[src/design/pcer_pkg.sv]
`timescale 1ns / 1ps
// ----------------------------------------------------------------------------
// pcer_pkg
// Shared types and constants of the per-cell exceedance ranker.
// ----------------------------------------------------------------------------
package pcer_pkg;

	localparam int DATA_W       = 32;
	localparam int DEN_W        = 33;
	localparam int PCT_W        = 15;
	localparam int COUNT_W      = 20;
	localparam int PNUM_W       = 35;
	localparam int CELL_PORT_W  = 10;
	localparam int FULL_PERCENT = 25600;
	localparam int DEF_CELLS    = 1024;
	localparam int DEF_BINS     = 256;

	localparam logic [COUNT_W-1:0] COUNT_MAX   = {COUNT_W{1'b1}};
	localparam logic [DATA_W-1:0]  SAMPLE_MIN  = 32'h8000_0000;
	localparam logic [DATA_W-1:0]  SAMPLE_MAX  = 32'h7FFF_FFFF;
	localparam logic [8:0]         BINS_RESET  = 9'd256;

	typedef enum logic [1:0] {
		OP_SCAN  = 2'd0,
		OP_COUNT = 2'd1,
		OP_RANK  = 2'd2,
		OP_NONE  = 2'd3
	} op_t;

	typedef enum logic {
		REG_BINS = 1'b0,
		REG_MISS = 1'b1
	} reg_idx_t;

	typedef enum logic [3:0] {
		ST_CLEAR,
		ST_IDLE,
		ST_FETCH,
		ST_PREP,
		ST_BSTART,
		ST_BDIV,
		ST_BIN,
		ST_INC,
		ST_RDB,
		ST_PSTART,
		ST_PDIV,
		ST_OUT
	} state_t;

endpackage

[src/design/pcer_div.sv]
`timescale 1ns / 1ps
// ----------------------------------------------------------------------------
// pcer_div
// Restoring divider, one quotient bit per cycle. The numerator bits above
// the quotient width must be below the denominator.
// ----------------------------------------------------------------------------
module pcer_div
	import pcer_pkg::*;
#(
	parameter int NW = 41,
	parameter int DW = 33,
	parameter int QW = 15
) (
	input  logic          clk,
	input  logic          arst_n,
	input  logic          start,
	input  logic [NW-1:0] num,
	input  logic [DW-1:0] den,
	output logic          done,
	output logic [QW-1:0] quo
);

	localparam int CW = $clog2(QW + 1);

	logic          busy_q;
	logic [CW-1:0] cnt_q;
	logic [DW-1:0] rem_q;
	logic [DW-1:0] den_q;
	logic [QW-1:0] lo_q;
	logic [QW-1:0] quo_q;
	logic [DW:0]   trial;
	logic          fits;

	assign trial = {rem_q, lo_q[QW-1]};
	assign fits  = trial >= {1'b0, den_q};

	always_ff @(posedge clk or negedge arst_n) begin
		if (!arst_n) begin
			busy_q <= 1'b0;
			cnt_q  <= '0;
		end else if (start) begin
			busy_q <= 1'b1;
			cnt_q  <= CW'(QW);
		end else if (busy_q) begin
			cnt_q <= cnt_q - 1'b1;
			if (cnt_q == CW'(1)) begin
				busy_q <= 1'b0;
			end
		end
	end

	always_ff @(posedge clk) begin
		if (start) begin
			rem_q <= DW'(num[NW-1:QW]);
			lo_q  <= num[QW-1:0];
			den_q <= den;
			quo_q <= '0;
		end else if (busy_q) begin
			rem_q <= fits ? DW'(trial - {1'b0, den_q}) : trial[DW-1:0];
			lo_q  <= {lo_q[QW-2:0], 1'b0};
			quo_q <= {quo_q[QW-2:0], fits};
		end
	end

	assign done = busy_q && (cnt_q == CW'(1));
	assign quo  = {quo_q[QW-2:0], fits};

endmodule
[config.mk]
export PLATFORM = sky130hd
export DESIGN_NAME = pcer_div
export DESIGN_NICKNAME = d
export VERILOG_FILES = /design/src/design/pcer_pkg.sv /design/src/design/pcer_div.sv
export SDC_FILE = /design/constraint.sdc
export NUM_CORES = 1
export LEC_CHECK = 0
export BUFFER_PORTS_ARGS = -buffer_cell sky130_fd_sc_hd__buf_2
export CORE_MARGIN = 2
export CORE_UTILIZATION = 52
export CTS_CLUSTER_DIAMETER = 40
export DETAILED_ROUTE_END_ITERATION = 8
export PLACE_DENSITY = 0.71
export REMOVE_ABC_BUFFERS = 1
export SYNTH_ARGS = -nofsm -noshare
export SYNTH_HDL_FRONTEND = slang
export SYNTH_SLANG_ARGS = --single-unit
[constraint.sdc]
create_clock -name clk -period 9.5 [get_ports clk]
set_clock_uncertainty 0.05 [all_clocks]
set_input_delay 0.95 -clock clk [delete_from_list [all_inputs] [get_ports clk]]
set_output_delay 0.95 -clock clk [all_outputs]
set_load 0.05 [all_outputs]
==> flow_summary.ini <==
[die]
fp.dieW_um = 111
ios = 93
die-area_um2 = 12400
initial_core_util_pct = 52.9
die_h_um = 111
fp-row-count = 39
core_area_um2 = 11300

[grt]
grtUsageTotal_pct = 21.3
antenna_found_initial = 0
grt_max_degree = 52
overflow = 0
grt_pass1_vias = 4548
grt_first_pass_wirelength_um = 21700

[timing]
slew_headroom_pct = 55.2
slew_violations = 0
tightestPinTransition_ns = 0.670
finalCritPeriodShare_pct = 46.2
setup_viol = 0
rsz0062_at_grt = false
hold_viol_final = 0
finalSetupTns_ns = 0
max_freq_mhz = 228
period_needed_ns = 4.39

[logic_synthesis]
ys.warnings.count = 0
synth_edf_count = 74
yosysSeqAreaShare_pct = 46.2
syn_inst = 569
ys_ff_latch = 100
syn_avg_cell_area_um2 = 10.5
synthTopCellsByArea = edfxtp_1, ha_1, dfxtp_1
ys_types = 68
synth_flop_cell = edfxtp_1
syn-cell-area_um2 = 5990
async_flop_share_pct = 5.00
netlist.area_leader.share_pct = 37.1
synth_top_area_cell = edfxtp_1

[setup_path]
crit_path_max_fanout = 14
cp-start-kind = register
crit_arrival_ns = 3.39
timing.critical_path.required_ns = 8.50
critPathKind = register to primary output
crit_path_end_kind = primary output

[route]
drt-vias-per-instance = 5.62
antenna_left = 0
drt_wl_total_um = 12700
vias = 4517
firstDrtPassIters = 4
post-route-drc-count = 0
drtIter0Drc = 183
wl_per_cell_um = 15.7

[layout]
final_cell_count_no_fill = 804
synthToLayoutAreaGrowth_pct = 14.8
nNetsFinal = 769
utilization_pct = 60.7
layout-drive-gt1-share_pct = 23.8
diodes = 0
n_fill_cell = 987

[power]
p_comb_share_pct = 25.0
powerDensity_nw_per_um2 = 175
clkPwrFrac_pct = 31.6
p_sw_uw = 348
seqPwrFrac_pct = 43.4
leakage_uw = 0.00312
internal-power_uw = 852
p_sw_share_pct = 29.0
ir_worst_vdd_v = 0.000119

[clock_network]
insertion_delay_ns = 0.35
numCtsBuffers = 9
hold_buffers = 0
cts-root-buf = clkbuf_16
cts_tree = done
cts.reportedPaths.clkPinSlew_ns = 0.07
post_cts_buffers = 0
clockBufferDepth = 2
htree_num_levels = 3
cts_resized = 0
clkSinkCount = 100

[placement]
port_buffers = 92
dp_hpwl_um = 9170
gp_congestion = 0.913
dp.cells = 788

[hold_path]
worstHoldPathType = input pin to asynchronous set/reset pin

[flow_run]
maxCapViolations = 0

[status]
status = finished, final reports clean
==> kinds of logic after synthesis <==
group                    count (synthesis)  synth area share (%)
XOR/XNOR                                29                  4.24
adder cells (fa/ha/maj)                 36                  7.65
flip-flops                             100                  46.2
AND/OR/NAND/NOR                        129                  10.2
AO/OA/AOI/OAI                          155                  17.7
multiplexers                            51                  9.15
buffers and inverters                   69                  4.83
==> sequential cells by signal, summed over array words and instances, names as in the netlist <==
signal	cells
den_q	33
rem_q	33
lo_q	15
quo_q	14
cnt_q	4
busy_q	1
==> placed cells by master, fill, tap and decap left out, drive strengths merged, types with 3 or more instances in the layout <==
master	synthesis	routed
clkbuf	10	11
ha	35	35
and2	5	5
nand2	28	28
nor2	52	52
mux2i	21	21
nand4	5	5
xnor2	23	23
o21ai	25	25
o211ai	5	5
edfxtp	74	74
o21a	5	5
a21oi	49	49
and4	3	3
a31oi	6	6
xor2	6	6
mux2	30	30
nand3	7	7
o21bai	3	3
dfrtp	5	5
dfxtp	21	21
nor3	3	3
nand2b	4	4
buf	12	98
a211oi	12	12
a21o	22	22
a2bb2oi	3	3
and3	12	12
clkinv	1	3
o31ai	5	5
inv	46	49
==> stage by stage <==
step,power (uW),hold slack (ns),setup slack (ns),instance area (um^2)
2_1_floorplan,750,0.420,5.57,5880
5_1_grt,1260,0.350,4.88,6870
3_3_place_gp,819,0.421,5.61,6560
3_5_place_dp,827,0.448,5.51,6560
6_report,1200,0.356,5.11,6870
4_1_cts,1210,0.348,5.12,6870
==> synthesized netlist by cell type, types with 11 or more instances <==
| cell type | count |
|---|---|
| inv_1 | 45 |
| mux2i_1 | 21 |
| and3_1 | 12 |
| nor2_1 | 52 |
| o21ai_0 | 20 |
| nand2_1 | 28 |
| mux2_2 | 30 |
| xnor2_1 | 23 |
| dfxtp_1 | 21 |
| a211oi_1 | 11 |
| edfxtp_1 | 74 |
| a21oi_1 | 47 |
| ha_1 | 35 |
| a21o_1 | 22 |
==> layer usage <==
metal	wire length [um]	GRT usage, %	part of all wire (%)	vias to the layer above
li1	-	-	-	2263
met1	5910	28.6	47	2143
met2	5880	34.6	46	97
met3	630	4.16	5.0	14
met4	230	7.82	1.8	0
met5	0	0	0	-
==> power groups by stage <==
stage	clock network [uW]	registers, uW	logic (uW)
after floorplan	0	525	225
after global placement	0	529	290
after detailed placement	0	530	297
after CTS	386	521	299
after global routing	403	525	335
final	379	521	300
==> area by class of cell <==
cell class / count / area, um^2 / area share, %
Inverter: 47 / 176 / 2.57
Clock buffer: 11 / 275 / 4.01
Clock inverter: 5 / 36.3 / 0.528
Tap cell: 143 / 179 / 2.60
Multi-Input combinational cell: 400 / 2930 / 42.7
Timing Repair Buffer: 98 / 505 / 7.36
Sequential cell: 100 / 2770 / 40.3
==> worst max-delay path, cell delays in order, from the launching register on <==
cell      delay [ns]
edfxtp_1        0.38
inv_1           0.08
ha_1            0.14
inv_1           0.06
fa_1            0.40
a21o_1          0.20
a31oi_1         0.35
o211ai_2        0.18
a21oi_2         0.29
o211ai_1        0.14
nand2_1         0.52
inv_2           0.07
buf_2           0.23
==> worst paths after layout <==
path	from	end	slack [ns]	cells past startpoint
min reg2reg	rem_q[29]	rem_q[29]	0.46	2
max reg2reg	lo_q[14]	rem_q[23]	5.52	15
max	lo_q[14]	quo[0]	5.11	12
max in group asynchronous	arst_n	cnt_q[3]	8.91	1
min	arst_n	cnt_q[0]	0.36	1
min in group clk	rem_q[29]	rem_q[29]	0.46	2
Note: power is estimated with default switching activity, not from simulation.
